[config.mk]
export PLATFORM = sky130hd
export DESIGN_NAME = ilid_cell
export DESIGN_NICKNAME = d
export VERILOG_FILES = /design/src/ilid_pkg.sv /design/src/ilid_cell.sv
export SDC_FILE = /design/constraint.sdc
export NUM_CORES = 1
export LEC_CHECK = 0
export BUFFER_PORTS_ARGS = -buffer_cell sky130_fd_sc_hd__clkbuf_2
export CAP_MARGIN = 20
export CORE_MARGIN = 4
export CORE_UTILIZATION = 39
export CTS_CLUSTER_DIAMETER = 30
export CTS_CLUSTER_SIZE = 14
export DETAILED_ROUTE_END_ITERATION = 7
export PLACE_DENSITY = 0.81
export SLEW_MARGIN = 20
export SYNTH_ARGS = -nofsm -noshare
export SYNTH_HDL_FRONTEND = slang
export SYNTH_SLANG_ARGS = --single-unit
[constraint.sdc]
create_clock -name i_clk -period 3.6 [get_ports i_clk]
set_input_delay 0.18 -clock i_clk [delete_from_list [all_inputs] [get_ports i_clk]]
set_output_delay 0.18 -clock i_clk [all_outputs]
set_load 0.02 [all_outputs]
[src/ilid_pkg.sv]
`default_nettype none

package ilid_pkg;

    localparam int WORD_W  = 32;
    localparam int POS_W   = 7;
    localparam int TOTAL_W = 7;

    typedef logic signed [WORD_W-1:0] t_word;
    typedef logic [1:0]               t_req_type;
    typedef logic [1:0]               t_status;

    // request codes
    localparam t_req_type REQ_INS_AT   = 2'd0;
    localparam t_req_type REQ_DEL_AT   = 2'd1;
    localparam t_req_type REQ_INS_LAST = 2'd2;
    localparam t_req_type REQ_DEL_LAST = 2'd3;

    // status codes
    localparam t_status ST_OK    = 2'd0;
    localparam t_status ST_FULL  = 2'd1;
    localparam t_status ST_EMPTY = 2'd2;
    localparam t_status ST_RANGE = 2'd3;

    // per-cycle command broadcast to every cell
    typedef struct packed {
        logic ins;
        logic del;
    } t_cell_cmd;

    // registered OR-tree levels: radix 8, at least one level
    function automatic int ilid_levels(input int depth);
        int l;
        l = ($clog2(depth) + 2) / 3;
        return (l < 1) ? 1 : l;
    endfunction

endpackage

`default_nettype wire

[src/ilid_cell.sv]
`default_nettype none

module ilid_cell #(
    parameter int IDX   = 0,
    parameter int CMP_W = 7
) (
    input  wire                   i_clk,
    input  ilid_pkg::t_cell_cmd   i_cmd,
    input  wire  [CMP_W-1:0]      i_tgt,
    input  wire  [CMP_W-1:0]      i_cnt,
    input  ilid_pkg::t_word       i_word_in,
    input  ilid_pkg::t_word       i_left,
    input  ilid_pkg::t_word       i_right,
    output ilid_pkg::t_word       o_word,
    output ilid_pkg::t_word       o_sel_word
);
    import ilid_pkg::*;

    localparam logic [CMP_W-1:0] L_IDX    = CMP_W'(IDX);
    localparam logic [CMP_W-1:0] L_IDX_P1 = CMP_W'(IDX + 1);

    t_word r_word;
    t_word n_word;

    always_comb begin
        n_word = r_word;
        if (i_cmd.ins) begin
            if (L_IDX == i_tgt) begin
                n_word = i_word_in;
            end else if ((L_IDX > i_tgt) && (L_IDX <= i_cnt)) begin
                n_word = i_left;
            end
        end else if (i_cmd.del) begin
            if ((L_IDX >= i_tgt) && (L_IDX_P1 < i_cnt)) begin
                n_word = i_right;
            end
        end
    end

    always_ff @(posedge i_clk) begin
        r_word <= n_word;
    end

    assign o_word     = r_word;
    assign o_sel_word = (i_cmd.del && (L_IDX == i_tgt)) ? r_word : '0;

endmodule

`default_nettype wire

Word-level counts from Yosys, hierarchy flattened
Index checks and enable logic that the tools add are counted.

cells by class
  order comparisons = 4
  equality and inequality tests = 1
  multiplexer cells = 6
  reductions and logical operators = 7

operators by type and width
  kind                                                       count
  2-to-1 mux 32 bit                                          6
  >= comparator 1 x 7 -> 1 bit, first input constant         1
  > comparator 1 x 7 -> 1 bit, first input constant          1
  <= comparator 1 x 7 -> 1 bit, first input constant         1
  logical NOT 7 bit                                          1
  less-than comparator 1 x 7 -> 1 bit, first input constant  1
  nonzero test 2 bit                                         2
  logical AND 1 bit                                          3
  != test 3 x 1 -> 1 bit, second input constant              1
  AND reduction 3 bit                                        1

word-level totals
  register bits after elaboration = 32
  input port bits = 113
  output and inout port bits = 64
  word-level logic and storage cells = 19

Longest topological paths before layout
Gate-level depths: netlist (run 1).

  depth in word-level cells = 5
  mapped depth = 6
  gate-level depth less buffers = 3

Worst setup path before layout (run 1)
No wires, ideal clock.

  path type = input to register
  start = input i_tgt[4]
  end = register r_word[0], in the netlist o_word[0] (enable)
  setup time = 430 ps
  arrival = 2781 ps
  data required time = 3170 ps
  slack = 389 ps
  stages on the path = 6
  path buffers = 3
  path through = or4_4 buf_6 nor2_8 buf_8 buf_6 a21boi_1

between the ends
  cells in the longest elaborated chain, start to end = 4
  elaborated cells between the ends (all ways) = 8
  those cells by class = 2 x order compare; 1 x eq/ne; 5 x reduce/logical

RTL lines
  what                                                                         RTL line                          source
  start: declaration                                                           ilid_cell.sv:9                    input wire [CMP_W-1:0] i_tgt,
  > comparator 1 x 7 -> 1 bit or >= comparator 1 x 7 -> 1 bit (tied branches)  ilid_cell.sv:30, ilid_cell.sv:34
  logical AND 1 bit (on tied branches)                                         ilid_cell.sv:30, ilid_cell.sv:34
  != test 3 x 1 -> 1 bit (no line) or nonzero test 2 bit (tied branches)       -
  AND reduction 3 bit (no line) *                                              -
  end signal: assignment                                                       ilid_cell.sv:41                   r_word <= n_word;
  end: declaration                                                             ilid_cell.sv:22                   t_word r_word;

Every way passes the cells marked *; elsewhere a longest branch is shown, timed or not.
A chain may end at the register's enable or synchronous reset.

Worst setup path after layout (run 1)
  start = input i_tgt[4]
  end = output o_sel_word[13]

between the ends
  cells in the longest elaborated chain, start to end = 3

RTL lines
  what               RTL line         source
  logical NOT 7 bit  ilid_cell.sv:45  assign o_sel_word = (i_cmd.del && (L_IDX == i_tgt)) ? r_word : '0;
  logical AND 1 bit  ilid_cell.sv:45
  2-to-1 mux 32 bit  ilid_cell.sv:45
  end: declaration   ilid_cell.sv:15  output ilid_pkg::t_word o_sel_word

No other way between the ends.

==> impl_metrics.tcl, run 1 <==
set metrics [dict create \
    powerDensity_nw_per_um2 262 \
    crit_slowest_cell "or4_4" \
    antenna_found_initial 0 \
    power_leakage_nw 1.61 \
    diodes 0 \
    slew_viol_final 0 \
    die-height_um 82.2 \
    synth_mux_area_frac 0 \
    critPathCaptureType "output port" \
    initialDrtViolationCount 165 \
    synthDistinctLibCells 23 \
    root_buffer "clkbuf_8" \
    synth-simple-area-share 0.263 \
    cp.arrival_ps 1950 \
    syn-instance-count 227 \
    fin_crit_ps 2130 \
    relSlewSlack 0.345 \
    dieArea_um2 6750 \
    placeableCoreArea_um2 5200 \
    nFillCells 502 \
    cp_cell_sequence "clkbuf_2 -> or4_4 -> nor2_8 -> buf_4 -> and3_1 -> clkbuf_2" \
    syn_area_um2 2140 \
    vias_per_cell 5.18 \
    drc 0 \
    synth_top_family_by_area "simple AND/OR/NAND/NOR gates" \
    h-tree-depth 2 \
    cts.clk_slew.worst_paths_ps 60 \
    ctsHoldBuffers 0 \
    rows 26 \
    grt_usage 0.205 \
    rsz0062_at_grt "false" \
    start_util 0.412 \
    run_status "finished, final reports clean" \
    synth_seq_cells 32 \
    crit_type "input pin to output port" \
    ctsResizeCount 0 \
    synthAdderAreaFrac 0 \
    hold_violations 0 \
    ys_warn_count 0 \
    io_buffers 175 \
    drive_above_1_share 0.490 \
    p_total_w 0.000814 \
    firstDrtPassIters 4 \
    crit_top_cell "clkbuf_2" \
    synth-xor-area-share 0 \
    dr_total_vias 2373 \
    dpl_cell_area_um2 3030 \
    ir_worst_vdd_mv 0.159 \
    setup_viol 0 \
    hp-start "i_right[20]" \
    cts_buffers 5 \
    multi_input_area_um2 1060 \
    finalSetupTns_ps 0 \
    grt_pass1_vias 2220 \
    die_w_um 82.2 \
    fmax_mhz 469 \
    area_growth_syn_to_layout_pct 44.8 \
    gp_congestion 0.807 \
    place_hpwl_um 5270 \
    cts.sinks 32 \
    critPathMaxStageDelay_ps 630 \
    fin_crit_sh 0.593 \
    largest_reg_flops 32 \
    ys_seq_area_frac 0.448 \
    cts_buffer_depth 2 \
    fin_util 0.597 \
    post-place-ws_ps 1500 \
    wirelength_um 6950 \
    critPathBufInv 3 \
    tightest_slew_ps 978 \
    wl_per_cell_um 15.2 \
    regArea_um2 961 \
    ios 177 \
    setup_slack_ps 1470 \
    grt_max_degree 63 \
    post_cts_buffers 0 \
    grt_pass1_wl_um 10400 \
    startpoint "i_tgt[4]" \
    syn_area_per_cell_um2 9.45 \
    cpLargestDelayFamily "simple AND/OR/NAND/NOR gates" \
    drv_cap 0 \
    overflow 0 \
    stdcell_area_um2 3110 \
    syn-num-nets 340 \
    ant_nets 0 \
    start_kind "input pin" \
    hold_path_class "input pin to register" \
    synth_compound_area_frac 0.222 \
    cts_tree "built" \
    required_ps 3420 \
    critPathMaxFanout 55 \
    fin_nets 501 \
]
cell families (layout without fill, tap and decap cells):
family / after synthesis / in the layout
simple gates: 100 / 100
buf+inv: 27 / 188
flops: 32 / 32
compound gates: 68 / 68
cell type report:
type                    instances  area share
clock inverters                 2     0.00242
inverters                       1     0.00121
repair buffers                180       0.294
flip-flops and latches         32       0.309
multi-input cells             168       0.342
well taps                      70      0.0282
clock buffers                   5      0.0222
metal layers:
layer  up-vias  wire length [um]  track usage
li1       1181                 -            -
met1      1067              2640        0.226
met2       112              3590        0.367
met3        13               539       0.0607
met4         0               181       0.0847
met5         -                 0            0
report_power, final:
group | total [W] | switching (W) | internal [W]
sequential | 0.000416 | 0.00000102 | 0.000415
combinational | 0.000153 | 0.0000719 | 0.0000815
clock | 0.000245 | 0.000118 | 0.000127
final timing paths:
| check | cells past startpoint | to | slack, ps |
|---|---|---|---|
| max | 6 | o_sel_word[13] | 1470 |
| min | 2 | o_word[20] | 210 |
cells in the mapped netlist (all sizes together):
cell type	number	area, um2
or4	2	18.8
a31oi	8	50.1
nor4	1	12.5
nand3	6	30.0
buf	7	70.1
and2	24	150
edfxtp	32	961
a21oi	26	130
clkinv	1	3.75
nor2	9	50.1
nor3	1	5.00
or3	1	6.26
o31ai	1	7.51
clkbuf	19	71.3
a21boi	1	7.51
and3	32	200
nand2	24	90.1
a221o	24	240
o21ai	8	40.0
metrics by stage:
| step | cells | hold WS [ps] |
|---|---|---|
| 4_1_cts | 458 | 198 |
| 3_5_place_dp | 451 | 489 |
| 3_3_place_gp | 451 | 487 |
| 5_1_grt | 458 | 191 |
| 6_report | 458 | 210 |
| 2_1_floorplan | 227 | 395 |
cells in the final DEF (no fill, tap or decap), types with 8 or more instances in the layout:
cell	n
clkbuf_2	175
nand2_1	24
a31oi_1	8
and3_1	32
and2_1	24
edfxtp_1	32
o21ai_0	8
a21oi_1	26
nor2_1	8
a221o_1	24
Note: power is estimated with default switching activity, not from simulation.
==> inputs of run 2 (changes only) <==
- clock period: 3.6 -> 2.12 ns (I/O delays scaled with it)
==> run 2 against run 1 <==
Compared with the run above:
- count of clock-buffer cells in the layout grew 2
- core utilization is 1.1 points higher
- flip-flop and latch count stayed put
- non-clock buffer count grew 7
- largest cell class unchanged
- critical path depth is the same
- clock power grew 76%
- global-route usage decreased by 0.54 points
- combinational power increased by 81%
- first-iteration DRC count unchanged
- routed wire length increased by 1.1%
==> impl_metrics.tcl, run 2 (synthesized netlist as in run 1, its figures left out) <==
set metrics [dict create \
    grt_pass1_vias 2190 \
    grt_max_degree 63 \
    antenna_found_initial 0 \
    ant_nets 0 \
    ir_worst_vdd_mv 0.202 \
    place_hpwl_um 5170 \
    ios 177 \
    fin_nets 508 \
    cts_tree "built" \
    drive_above_1_share 0.497 \
    hold_end "o_word[21]" \
    fmax_mhz 551 \
    initialDrtViolationCount 165 \
    ctsResizeCount 0 \
    hp-start "i_right[21]" \
    dr_total_vias 2431 \
    die-height_um 82.2 \
    cts_buffer_depth 2 \
    grt_pass1_wl_um 10200 \
    root_buffer "clkbuf_8" \
    final_common_cell "clkbuf_2" \
    critPathCaptureType "output port" \
    placeableCoreArea_um2 5200 \
    dieArea_um2 6750 \
    post_cts_buffers 0 \
    p_total_w 0.00141 \
    run_status "finished, final reports clean" \
    rows 26 \
    finalSetupTns_ps 0 \
    power_leakage_nw 1.64 \
    die_w_um 82.2 \
    firstDrtPassIters 4 \
    final_cell_mix "clkbuf_2 (175), and3_1 (32), edfxtp_1 (32)" \
    diodes 0 \
    nFillCells 478 \
    cts.clk_slew.worst_paths_ps 60 \
    cts_buffers 5 \
    hold_violations 0 \
    rsz0062_at_grt "false" \
    relSlewSlack 0.319 \
    gp_congestion 0.827 \
    min_path_cells 2 \
    fin_crit_sh 0.857 \
    start_kind "input pin" \
    area_growth_syn_to_layout_pct 47.4 \
    powerDensity_nw_per_um2 447 \
    wirelength_um 7030 \
    fin_crit_ps 1820 \
    largest_reg_flops 32 \
    io_buffers 175 \
    h-tree-depth 2 \
    drc 0 \
    wl_per_cell_um 15.1 \
    cp.arrival_ps 1710 \
    setup_viol 0 \
    hold_path_class "input pin to register" \
    required_ps 2010 \
    critPathMaxFanout 56 \
    crit_type "input pin to output port" \
    vias_per_cell 5.22 \
    slew_viol_final 0 \
    tightest_slew_ps 1020 \
    ctsHoldBuffers 0 \
    start_util 0.412 \
    drv_cap 0 \
    grt_usage 0.200 \
    overflow 0 \
    cts.sinks 32 \
]
run 2: changes by cell type in the layout (fill, tap and decap cells not counted), sizes merged:
cell and change:
buf +7, clkbuf +2, clkinv -1
run 2: area by class of cell:
class	instances	area (um2)	share of cell area
inverters	1	3.75	0.00119
flip-flops and latches	32	961	0.304
clock inverters	1	3.75	0.00119
well taps	70	87.6	0.0277
clock buffers	7	76.3	0.0241
repair buffers	187	966	0.306
multi-input cells	168	1060	0.336
run 2: worst max-delay path by stage:
| stage | from | end | depth (start not counted) |
|---|---|---|---|
| global route | i_tgt[4] | o_sel_word[30] | 6 |
| global placement | i_tgt[4] | o_word[22] | 4 |
| detailed placement | i_tgt[4] | o_word[22] | 4 |
| CTS | i_tgt[4] | o_sel_word[8] | 6 |
| finish | i_tgt[4] | o_sel_word[20] | 6 |
| floorplan | i_tgt[4] | o_word[0] | 6 |
run 2: stage by stage:
step / hold slack (ps) / util / setup slack [ps] / instance area [um2] / instances
floorplan: 321 / - / 14.3 / 2160 / 227
global placement: 414 / 0.592 / 52.0 / 3080 / 458
detailed placement: 414 / 0.592 / 32.3 / 3080 / 458
CTS: 128 / 0.607 / 307 / 3160 / 466
global route: 129 / 0.607 / 183 / 3160 / 466
finish: 137 / 0.607 / 304 / 3160 / 466
run 2: power by group:
part | leakage (nW) | total, W | switching, W | internal [W]
clock | 0.0399 | 0.000430 | 0.000202 | 0.000228
sequential | 0.283 | 0.000707 | 0.00000157 | 0.000705
combinational | 1.32 | 0.000277 | 0.000130 | 0.000147
run 2: per-layer routing:
metal / share of wire / wire [um] / GRT usage
met1: 0.38 / 2640 / 0.230
met3: 0.10 / 729 / 0.0553
met5: 0 / 0 / 0
met4: 0.013 / 92 / 0.0731
met2: 0.51 / 3560 / 0.353
run 2: critical path, stage by stage:
cell      delay, ps
clkbuf_2         90
or4_4           570
nor2_8          100
buf_4           430
and3_1          230
clkbuf_2        170
